<file path="src/rtl/midpoint_ellipse_generator_assert.svh">
// Assertion macros for the midpoint ellipse generator.
// Used by the top level; no other dependencies.
`ifndef MIDPOINT_ELLIPSE_GENERATOR_ASSERT_SVH
`define MIDPOINT_ELLIPSE_GENERATOR_ASSERT_SVH
`ifndef SYNTHESIS
// same-cycle implication
`define MEG_ASSERT_IMPL(label, clk, rst, ante, cons) \
  label: assert property (@(posedge clk) disable iff (rst) (ante) |-> (cons)) \
    else $error("ellipse generator check failed");
// next-cycle implication
`define MEG_ASSERT_NEXT(label, clk, rst, ante, cons) \
  label: assert property (@(posedge clk) disable iff (rst) (ante) |=> (cons)) \
    else $error("ellipse generator check failed");
`else
`define MEG_ASSERT_IMPL(label, clk, rst, ante, cons)
`define MEG_ASSERT_NEXT(label, clk, rst, ante, cons)
`endif
`endif

</file>
<file path="src/rtl/meg_pkg.sv">
// Shared constants and types for the midpoint ellipse generator.
// No dependencies.
`default_nettype none

package meg_pkg;

  // coordinate width of center registers
  localparam int COORD_BITS = 12;
  localparam int AXIS_W     = COORD_BITS - 1;
  localparam int OUT_W      = COORD_BITS + 2;
  localparam int SQ_W       = 2 * AXIS_W;          // squared semi-axis
  localparam int MUL_A_W    = 2 * COORD_BITS + 2;
  localparam int MUL_B_W    = 2 * COORD_BITS;
  localparam int PROD_W     = MUL_A_W + MUL_B_W;
  localparam int STEP_W     = 3 * COORD_BITS + 1;  // step_px / step_py
  localparam int DEC_W      = 4 * COORD_BITS + 4;  // signed decision
  localparam int COLOR_W    = 32;
  localparam int CFG_IDX_W  = 3;
  localparam int CFG_DATA_W = 32;

  // configuration register indexes
  typedef enum logic [CFG_IDX_W-1:0] {
    REG_CENTER_X    = 3'd0,
    REG_CENTER_Y    = 3'd1,
    REG_SEMI_AXIS_X = 3'd2,
    REG_SEMI_AXIS_Y = 3'd3,
    REG_DRAW_COLOR  = 3'd4
  } cfg_reg_t;

endpackage

`default_nettype wire

</file>
<file path="src/rtl/meg_in_if.sv">
// Input channel of the ellipse generator: one restart/advance word.
// No dependencies.
`default_nettype none

interface meg_in_if;
  logic valid;
  logic ready;
  logic restart;

  modport source (output valid, output restart, input ready);
  modport sink   (input valid, input restart, output ready);
endinterface

`default_nettype wire

</file>
<file path="src/rtl/meg_out_if.sv">
// Result channel of the ellipse generator: four coordinates, color, done.
// Depends on meg_pkg.
`default_nettype none

interface meg_out_if;
  import meg_pkg::*;

  logic                    valid;
  logic                    ready;
  logic signed [OUT_W-1:0] x_right;
  logic signed [OUT_W-1:0] x_left;
  logic signed [OUT_W-1:0] y_lower;
  logic signed [OUT_W-1:0] y_upper;
  logic [COLOR_W-1:0]      pixel_color;
  logic                    done_res;

  modport source (output valid, output x_right, output x_left, output y_lower,
                  output y_upper, output pixel_color, output done_res, input ready);
  modport sink   (input valid, input x_right, input x_left, input y_lower,
                  input y_upper, input pixel_color, input done_res, output ready);
endinterface

`default_nettype wire

</file>
<file path="src/rtl/meg_cfg_if.sv">
// Configuration write channel: register index and write data.
// Depends on meg_pkg.
`default_nettype none

interface meg_cfg_if;
  import meg_pkg::*;

  logic                  valid;
  logic                  ready;
  logic [CFG_IDX_W-1:0]  index;
  logic [CFG_DATA_W-1:0] data;

  modport source (output valid, output index, output data, input ready);
  modport sink   (input valid, input index, input data, output ready);
endinterface

`default_nettype wire

</file>
<file path="src/rtl/meg_mul.sv">
// Shared registered multiplier of the ellipse generator.
// Depends on meg_pkg.
`default_nettype none

module meg_mul (
  input  logic                         clk,
  input  logic [meg_pkg::MUL_A_W-1:0]  a,
  input  logic [meg_pkg::MUL_B_W-1:0]  b,
  output logic [meg_pkg::PROD_W-1:0]   prod
);
  import meg_pkg::*;

  // unsigned product, registered
  always_ff @(posedge clk) begin
    prod <= PROD_W'(a) * PROD_W'(b);
  end

endmodule

`default_nettype wire

</file>
<file path="src/rtl/midpoint_ellipse_generator.sv">
// Top level of the midpoint ellipse generator.
// Depends on meg_pkg, meg_in_if, meg_out_if, meg_cfg_if, meg_mul and the assert header.
`default_nettype none
`include "midpoint_ellipse_generator_assert.svh"

// Midpoint ellipse rasterizer. Program center, semi-axes and color through the
// cfg channel (always ready), then send a word with restart=1 to start an
// ellipse and words with restart=0 to advance one step; every word returns one
// result word with the four symmetric pixels, the color and a done flag.
// The block takes one word at a time and is busy until its result is loaded
// into the output register. The busy time comes from the single registered
// multiplier, which squares both semi-axes for each word but an advance after
// done and forms the region-two starting decision in five chained products,
// and from the step update being split into step, term and accumulate states.
// A stalled result register keeps the block busy until ready is seen.
module midpoint_ellipse_generator (
  input  logic      clk,
  input  logic      rst,
  meg_in_if.sink    item,
  meg_out_if.source result,
  meg_cfg_if.sink   cfg
);
  import meg_pkg::*;

  typedef enum logic [3:0] {
    S_IDLE, S_SQX, S_SQY, S_DISP, S_RST,
    S_TA, S_TB, S_TC, S_TD, S_TE,
    S_STEP, S_TERM, S_ACC, S_EMIT
  } state_t;

  state_t state;

  // configuration registers
  logic [COORD_BITS-1:0] center_x;
  logic [COORD_BITS-1:0] center_y;
  logic [AXIS_W-1:0]     semi_axis_x;
  logic [AXIS_W-1:0]     semi_axis_y;
  logic [COLOR_W-1:0]    draw_color;

  // walk state; step_py can drop below zero when the axes change mid-ellipse
  logic [COORD_BITS-1:0]    offset_x;
  logic [COORD_BITS-1:0]    offset_y;
  logic signed [STEP_W-1:0] step_px;
  logic signed [STEP_W-1:0] step_py;
  logic signed [DEC_W-1:0]  decision;
  logic signed [DEC_W-1:0]  term;
  logic                     in_region_two;
  logic                     finished;
  logic                     restart_req;
  logic                     dec_neg;
  logic [SQ_W-1:0]          rx2;
  logic [SQ_W-1:0]          ry2;

  // output register
  logic                    out_valid;
  logic signed [OUT_W-1:0] x_right;
  logic signed [OUT_W-1:0] x_left;
  logic signed [OUT_W-1:0] y_lower;
  logic signed [OUT_W-1:0] y_upper;
  logic [COLOR_W-1:0]      pixel_color;
  logic                    done_res;

  // shared multiplier
  logic [MUL_A_W-1:0] mul_a;
  logic [MUL_B_W-1:0] mul_b;
  logic [PROD_W-1:0]  prod;

  logic [COORD_BITS:0]      ax;       // 2x+1
  logic [COORD_BITS-1:0]    by;       // y-1
  logic [STEP_W-1:0]        two_rx2;
  logic [STEP_W-1:0]        two_ry2;
  logic signed [STEP_W-1:0] term_add;
  logic signed [STEP_W-1:0] term_sub;
  logic [SQ_W-1:0]          term_base;
  logic                     load_out;

  assign ax      = {offset_x, 1'b1};
  assign by      = offset_y - COORD_BITS'(1);
  assign two_rx2 = STEP_W'(rx2) << 1;
  assign two_ry2 = STEP_W'(ry2) << 1;

  assign item.ready = (state == S_IDLE);
  assign cfg.ready  = 1'b1;
  assign load_out   = (state == S_EMIT) && (!out_valid || result.ready);

  assign result.valid       = out_valid;
  assign result.x_right     = x_right;
  assign result.x_left      = x_left;
  assign result.y_lower     = y_lower;
  assign result.y_upper     = y_upper;
  assign result.pixel_color = pixel_color;
  assign result.done_res    = done_res;

  // multiplier operand select per sequencer step
  always_comb begin
    mul_a = '0;
    mul_b = '0;
    unique case (state)
      S_SQX: begin
        mul_a = MUL_A_W'(semi_axis_x);
        mul_b = MUL_B_W'(semi_axis_x);
      end
      S_SQY: begin
        mul_a = MUL_A_W'(semi_axis_y);
        mul_b = MUL_B_W'(semi_axis_y);
      end
      S_DISP: begin
        if (restart_req) begin
          mul_a = MUL_A_W'(rx2);
          mul_b = MUL_B_W'(semi_axis_y);
        end else begin
          mul_a = MUL_A_W'(ax);
          mul_b = MUL_B_W'(ax);
        end
      end
      S_TA: begin
        mul_a = prod[MUL_A_W-1:0];
        mul_b = MUL_B_W'(ry2);
      end
      S_TB: begin
        mul_a = MUL_A_W'(by);
        mul_b = MUL_B_W'(by);
      end
      S_TC: begin
        mul_a = prod[MUL_A_W-1:0];
        mul_b = MUL_B_W'(rx2);
      end
      S_TD: begin
        mul_a = MUL_A_W'(rx2);
        mul_b = MUL_B_W'(ry2);
      end
      default: begin
        mul_a = '0;
        mul_b = '0;
      end
    endcase
  end

  meg_mul u_mul (
    .clk  (clk),
    .a    (mul_a),
    .b    (mul_b),
    .prod (prod)
  );

  // decision increment operands: region one and region two share one adder
  always_comb begin
    if (in_region_two) begin
      term_base = rx2;
      term_add  = dec_neg ? step_px : '0;
      term_sub  = step_py;
    end else begin
      term_base = ry2;
      term_add  = step_px;
      term_sub  = dec_neg ? '0 : step_py;
    end
  end

  // configuration writes
  always_ff @(posedge clk) begin
    if (rst) begin
      center_x    <= '0;
      center_y    <= '0;
      semi_axis_x <= '0;
      semi_axis_y <= '0;
      draw_color  <= '0;
    end else if (cfg.valid) begin
      unique case (cfg_reg_t'(cfg.index))
        REG_CENTER_X:    center_x    <= cfg.data[COORD_BITS-1:0];
        REG_CENTER_Y:    center_y    <= cfg.data[COORD_BITS-1:0];
        REG_SEMI_AXIS_X: semi_axis_x <= cfg.data[AXIS_W-1:0];
        REG_SEMI_AXIS_Y: semi_axis_y <= cfg.data[AXIS_W-1:0];
        REG_DRAW_COLOR:  draw_color  <= cfg.data[COLOR_W-1:0];
        default: ;
      endcase
    end
  end

  // sequencer, walk state and output register
  always_ff @(posedge clk) begin
    if (rst) begin
      state         <= S_IDLE;
      offset_x      <= '0;
      offset_y      <= '0;
      step_px       <= '0;
      step_py       <= '0;
      decision      <= '0;
      in_region_two <= 1'b0;
      finished      <= 1'b1;
      restart_req   <= 1'b0;
      dec_neg       <= 1'b0;
      out_valid     <= 1'b0;
    end else begin
      // output word: load takes priority over the drain of the previous word
      if (load_out) begin
        out_valid <= 1'b1;
      end else if (out_valid && result.ready) begin
        out_valid <= 1'b0;
      end

      unique case (state)
        S_IDLE: begin
          if (item.valid) begin
            restart_req <= item.restart;
            state       <= (item.restart || !finished) ? S_SQX : S_EMIT;
          end
        end
        S_SQX: state <= S_SQY;
        S_SQY: begin
          rx2   <= prod[SQ_W-1:0];
          state <= S_DISP;
        end
        S_DISP: begin
          ry2 <= prod[SQ_W-1:0];
          if (restart_req) begin
            state <= S_RST;
          end else if (!in_region_two && (step_px < step_py)) begin
            state <= S_STEP;
          end else if (!in_region_two) begin
            state <= S_TA;
          end else begin
            state <= S_STEP;
          end
        end
        // new ellipse: prod holds rx2*ry
        S_RST: begin
          offset_x      <= '0;
          offset_y      <= COORD_BITS'(semi_axis_y);
          step_px       <= '0;
          step_py       <= STEP_W'(prod) << 1;
          decision      <= $signed(DEC_W'(ry2) << 2) - $signed(DEC_W'(prod) << 2)
                           + $signed(DEC_W'(rx2));
          in_region_two <= 1'b0;
          finished      <= (semi_axis_y == '0);
          state         <= S_EMIT;
        end
        // region-two start decision, one product per cycle
        S_TA: state <= S_TB;
        S_TB: begin
          decision <= $signed(DEC_W'(prod));
          state    <= S_TC;
        end
        S_TC: state <= S_TD;
        S_TD: begin
          decision <= decision + $signed(DEC_W'(prod) << 2);
          state    <= S_TE;
        end
        S_TE: begin
          decision      <= decision - $signed(DEC_W'(prod) << 2);
          in_region_two <= 1'b1;
          state         <= S_STEP;
        end
        // position and slope update
        S_STEP: begin
          dec_neg <= decision < 0;
          if (!in_region_two) begin
            offset_x <= offset_x + COORD_BITS'(1);
            step_px  <= step_px + two_ry2;
            if (decision >= 0) begin
              offset_y <= offset_y - COORD_BITS'(1);
              step_py  <= step_py - two_rx2;
            end
            state <= S_TERM;
          end else if (offset_y == '0) begin
            state <= S_EMIT;
          end else begin
            step_py  <= step_py - two_rx2;
            offset_y <= offset_y - COORD_BITS'(1);
            if (decision < 0) begin
              offset_x <= offset_x + COORD_BITS'(1);
              step_px  <= step_px + two_ry2;
            end
            state <= S_TERM;
          end
        end
        S_TERM: begin
          term  <= $signed(DEC_W'(term_base)) + $signed(DEC_W'(term_add))
                   - $signed(DEC_W'(term_sub));
          state <= S_ACC;
        end
        S_ACC: begin
          decision <= decision + (term <<< 2);
          state    <= S_EMIT;
        end
        S_EMIT: begin
          if (load_out) begin
            x_right     <= $signed(OUT_W'(center_x) + OUT_W'(offset_x));
            x_left      <= $signed(OUT_W'(center_x) - OUT_W'(offset_x));
            y_lower     <= $signed(OUT_W'(center_y) + OUT_W'(offset_y));
            y_upper     <= $signed(OUT_W'(center_y) - OUT_W'(offset_y));
            pixel_color <= draw_color;
            done_res    <= (offset_y == '0);
            finished    <= (offset_y == '0);
            state       <= S_IDLE;
          end
        end
        default: state <= S_IDLE;
      endcase
    end
  end

  // checks
  `MEG_ASSERT_NEXT(a_busy_after_accept, clk, rst, item.valid && item.ready, state != S_IDLE)
  `MEG_ASSERT_IMPL(a_done_on_axis, clk, rst, result.valid && result.done_res, result.y_lower == result.y_upper)
  `MEG_ASSERT_IMPL(a_finished_at_zero, clk, rst, finished, offset_y == '0)
  `MEG_ASSERT_NEXT(a_region_two_sticky, clk, rst, in_region_two && state != S_RST, in_region_two)

endmodule

`default_nettype wire

</file>
<file path="src/flat_wrapper.sv">
// flat-port wrapper written by rule: the top's interface ports become plain ports
module midpoint_ellipse_generator_flat import meg_pkg::*;
  (clk, rst, item_valid, item_restart, item_ready, result_valid, result_x_right, result_x_left, result_y_lower, result_y_upper, result_pixel_color, result_done_res, result_ready, cfg_valid, cfg_index, cfg_data, cfg_ready);
  meg_in_if item_i ();
  meg_out_if result_i ();
  meg_cfg_if cfg_i ();
  input  logic clk;
  input  logic rst;
  input wire logic [$bits(item_i.valid)-1:0] item_valid;
  input wire logic [$bits(item_i.restart)-1:0] item_restart;
  output wire logic [$bits(item_i.ready)-1:0] item_ready;
  output wire logic [$bits(result_i.valid)-1:0] result_valid;
  output wire logic [$bits(result_i.x_right)-1:0] result_x_right;
  output wire logic [$bits(result_i.x_left)-1:0] result_x_left;
  output wire logic [$bits(result_i.y_lower)-1:0] result_y_lower;
  output wire logic [$bits(result_i.y_upper)-1:0] result_y_upper;
  output wire logic [$bits(result_i.pixel_color)-1:0] result_pixel_color;
  output wire logic [$bits(result_i.done_res)-1:0] result_done_res;
  input wire logic [$bits(result_i.ready)-1:0] result_ready;
  input wire logic [$bits(cfg_i.valid)-1:0] cfg_valid;
  input wire logic [$bits(cfg_i.index)-1:0] cfg_index;
  input wire logic [$bits(cfg_i.data)-1:0] cfg_data;
  output wire logic [$bits(cfg_i.ready)-1:0] cfg_ready;
  assign item_i.valid = item_valid;
  assign item_i.restart = item_restart;
  assign item_ready = item_i.ready;
  assign result_valid = result_i.valid;
  assign result_x_right = result_i.x_right;
  assign result_x_left = result_i.x_left;
  assign result_y_lower = result_i.y_lower;
  assign result_y_upper = result_i.y_upper;
  assign result_pixel_color = result_i.pixel_color;
  assign result_done_res = result_i.done_res;
  assign result_i.ready = result_ready;
  assign cfg_i.valid = cfg_valid;
  assign cfg_i.index = cfg_index;
  assign cfg_i.data = cfg_data;
  assign cfg_ready = cfg_i.ready;
  midpoint_ellipse_generator u_core (.clk(clk), .rst(rst), .item(item_i), .result(result_i), .cfg(cfg_i));
endmodule
</file>
<file path="config.mk">
export PLATFORM = sky130hd
export DESIGN_NAME = midpoint_ellipse_generator_flat
export DESIGN_NICKNAME = d
export VERILOG_FILES = /design/src/rtl/meg_pkg.sv /design/src/rtl/meg_in_if.sv /design/src/rtl/meg_out_if.sv /design/src/rtl/meg_cfg_if.sv /design/src/rtl/meg_mul.sv /design/src/rtl/midpoint_ellipse_generator.sv /design/src/flat_wrapper.sv
export VERILOG_INCLUDE_DIRS = /design/src /design/src/rtl
export SDC_FILE = /design/constraint.sdc
export NUM_CORES = 2
export LEC_CHECK = 0
export BUFFER_PORTS_ARGS = -buffer_cell sky130_fd_sc_hd__buf_2
export CAP_MARGIN = 10
export CORE_AREA = 2 2 238 475
export DETAILED_ROUTE_END_ITERATION = 8
export DIE_AREA = 0 0 240 477
export HOLD_SLACK_MARGIN = 0.02
export PLACE_DENSITY_LB_ADDON = 0.05
export SLEW_MARGIN = 20
export SYNTH_ARGS = -nofsm -noshare
export SYNTH_HDL_FRONTEND = slang
export SYNTH_SLANG_ARGS = --single-unit
export TNS_END_PERCENT = 30
</file>
<file path="constraint.sdc">
create_clock -name clk -period 12.7 [get_ports clk]
set_input_delay 1.905 -clock clk [delete_from_list [all_inputs] [get_ports clk]]
set_output_delay 1.905 -clock clk [all_outputs]
set_load 0.005 [all_outputs]
</file>
==> key figures <==
Timing
  • Worst Slack Setup Final: 1.62 ns
  • Fmax achieved: 0.0902 GHz
  • RSZ-0062 raised after global routing: no
  • Ratio of final minimum period to clock period: 0.873
  • Slew @ Worst Pin: 1.23 ns
  • Hold Violations, Final: 0
  • Min Tclk post-route: 11.08 ns
  • Pins Over Slew Limit: 0
  • Final TNS setup: 0 ns
  • Post-route clock skew: 0.0385 ns
  • Worst slew margin: 0.181
  • Final setup viols: 0

Power
  • PD cells: 173 nW/µm²
  • P_leak: 25.1 nW
  • Maximum VDD drop: 0.000132 V

Synth
  • Post-Synthesis Cell Area: 50700 µm²
  • Area leader, netlist: fa_1
  • Post-synth EDFFs: 166
  • Netlist cell types: 90
  • Main area contributors after synthesis: fa_1 (21%), dfxtp_1 (11%), ha_1 (11%)
  • Synth Register Bits: 449
  • Post-synthesis sequential area ratio: 0.210
  • Share of the synthesized area in the top cell type: 0.209
  • Most used DFF post-synth: dfxtp_1
  • Post-synthesis async set-or-reset flop share: 0
  • Mean post-synth cell area: 8.30 µm²
  • Synth warnings: 0
  • Synth Instances: 6109

Global routing
  • Grt total ovfl: 0
  • First-pass GRT wire length: 306000 µm
  • Initial antenna violation count: 9
  • Largest net degree at the start of global routing: 155
  • Vias in the first global route: 46540
  • Total GRT Usage: 0.373

Layout
  • Share of post-route cells with drive strength above 1: 0.0660
  • Final non-filler cell total: 7631
  • Nets: 7118
  • Area growth, synth to finish: 7.97%
  • Finished Cell Area: 54800 µm²

Place
  • Setup WS pre-CTS: 1.97 ns
  • Gp weighted congestion: 1.07
  • IO Port Bufs: 129
  • DP HPWL: 166000 µm
  • Placed insts: 7535
  • Dpl cell area: 53000 µm²

Setup path
  • Reg2reg start: u_core.state[2]
  • Crit start category: register
  • Critical Path Max Stage Delay: 1.00 ns
  • CP Launch Point: u_core.state[2]
  • WS Path Type: reg2reg
  • Critical Path AT: 11.68 ns
  • CP endpoint: u_core.u_mul.prod[40]
  • Crit end category: register
  • WP data required: 13.29 ns
  • R2r endpoint: u_core.u_mul.prod[40]
  • Slowest-stage cell, CP: nand3_1
  • Reg2Reg Depth: 29
  • R2R Setup Slk: 1.62 ns
  • Worst-path fanout max: 19

Clock network
  • CTS tree: built
  • Post-CTS Resized: 0
  • Worst-Skew Late Latency: 0.68 ns
  • TritonCTS buffer count: 47
  • # clock sinks: 449
  • Hold Buf Count CTS: 0
  • Post-CTS Setup Bufs: 0
  • Htree depth: 2
  • Clk buf depth: 3
  • CTS clk-pin slew, worst paths: 0.08 ns
  • Root Buffer: clkbuf_16

Drt
  • Routed Wire Length: 213000 µm
  • Final ANT Viol Nets: 0
  • Initial DRT Pass Iterations: 8
  • Initial DRC count: 3596
  • Vias after detailed routing: 45434
  • Vias per cell: 5.95
  • DR DRC count: 0
  • WL per Instance: 28.0 µm

Die
  • Die height: 477 µm
  • FP Rows: 173
  • Die Width: 240 µm
  • Die Area: 114000 µm²
  • Boundary pin count: 133
  • Core Box Area: 111000 µm²
  • Initial core utilization: 0.458

Job
  • Number of max-cap violations: 0

Worst hold path
  • HP Class: reg2reg

Outcome
  • Status: complete, no violations
==> power by group <==
part,leakage (nW),switching [W],internal (W)
Combinational,20.4,0.00398,0.00190
Sequential,3.85,0.000237,0.00172
Clock,0.828,0.000699,0.000929
Total,25.1,0.00492,0.00456
==> layer usage <==
| layer | global-route usage | part of all wire |
|---|---|---|
| met1 | 0.340 | 0.30 |
| met2 | 0.650 | 0.50 |
| met3 | 0.0731 | 0.061 |
| met4 | 0.416 | 0.14 |
| met5 | 0 | 0.00018 |
==> worst min-delay path by stage <==
stage	start	to	slack [ns]	cells after the start
global placement	u_core.draw_color[31]	u_core.result.pixel_color[31]	0.41	0
floorplan	u_core.draw_color[0]	u_core.result.pixel_color[0]	0.41	0
global route	u_core.draw_color[24]	u_core.result.pixel_color[24]	0.44	0
finish	u_core.draw_color[9]	u_core.result.pixel_color[9]	0.43	0
detailed placement	u_core.draw_color[9]	u_core.result.pixel_color[9]	0.42	0
CTS	u_core.draw_color[9]	u_core.result.pixel_color[9]	0.43	0
==> synth_stat cells (10+ instances only) <==
library cell	instances
or4_1	12
buf_1	12
a22o_1	18
edfxtp_1	166
inv_1	899
o21a_1	35
clkbuf_1	263
nor3b_1	10
nand2_1	904
and2_1	78
fa_1	529
and3_1	42
nor4_1	17
nand2b_1	39
a221oi_1	42
o21bai_1	41
nand4_1	32
a211o_1	12
a21o_1	115
a22oi_1	44
a211oi_1	69
o22ai_1	12
nor3_1	104
o311ai_0	11
o31ai_1	24
a222oi_1	21
xor2_1	81
buf_2	10
or2_2	19
o211ai_1	21
o21ai_0	245
nand3_1	92
ha_1	449
a221o_1	41
nor2_1	451
xnor2_1	168
or3_1	38
a21boi_0	13
a31oi_1	40
buf_4	10
nor2b_1	38
a21oi_1	424
dfxtp_1	283
==> stage by stage <==
step | utilization | hold slack [ns] | total power (W)
3_5_place_dp | 0.478 | 0.416 | 0.00760
2_1_floorplan | - | 0.408 | 0.00557
6_report | 0.494 | 0.430 | 0.00947
4_1_cts | 0.494 | 0.431 | 0.00925
3_3_place_gp | 0.478 | 0.410 | 0.00757
5_1_grt | 0.494 | 0.439 | 0.00990
==> worst max-delay path: cells and delay by family (launching register included) <==
family / cells / cell delay [ns]
AO/OA/AOI/OAI: 11 / 4.67
adder cells (fa/ha/maj): 7 / 2.51
AND/OR/NAND/NOR: 5 / 1.96
buffers and inverters: 5 / 0.94
flip-flops: 1 / 0.78
XOR/XNOR: 1 / 0.12
==> registers in the layout, indices dropped and copies added (netlist names), 11 cells and up <==
signal,cells
u_core.u_mul.prod,50
u_core.result.x_left,12
u_core.result.y_upper,12
u_core.offset_y,12
u_core.center_y,12
u_core.step_py,36
u_core.result.y_lower,13
u_core.decision,50
u_core.rx2,22
u_core.semi_axis_y,11
u_core.ry2,22
u_core.result.pixel_color,32
u_core.term,39
u_core.offset_x,12
u_core.semi_axis_x,11
u_core.result.x_right,13
u_core.center_x,12
u_core.draw_color,32
u_core.step_px,36
==> layout make-up <==
cell class                 instances  area [µm²]
timing repair buffer             242        1520
sequential                       449       10700
inverter                         899        3370
tap                             1487        1860
clock buffer                      57        1230
multi-input combinational       4460       35600
clock inverter                    31         502
fill                           11034       56100
antenna                            6        15.0
==> logic make-up (layout without fill, tap and decap cells) <==
logic type / Yosys count / count (layout) / share of synthesized area
other: 2 / 12 / 0.000148
and+or+nand+nor: 1910 / 1910 / 0.167
AOI/OAI and AO/OA: 1302 / 1302 / 0.166
buffers and inverters: 1204 / 1229 / 0.0915
xor gates and xnor gates: 249 / 249 / 0.0430
DFF: 449 / 449 / 0.210
adders and majority gates: 978 / 978 / 0.320
muxes: 15 / 15 / 0.00311
==> placed cells by master (no fill, tap or decap), types with 68 or more instances in the layout <==
master,count
nor3_1,101
and2_1,78
a21oi_1,422
xor2_1,81
a211oi_1,68
ha_1,449
dfxtp_1,282
buf_2,128
nand2_1,903
a21o_1,115
buf_4,110
xnor2_1,167
nand3_1,91
o21ai_0,245
fa_1,529
nor2_1,440
inv_1,899
edfxtp_1,166
No activity file was read; power rests on OpenSTA's default activity.
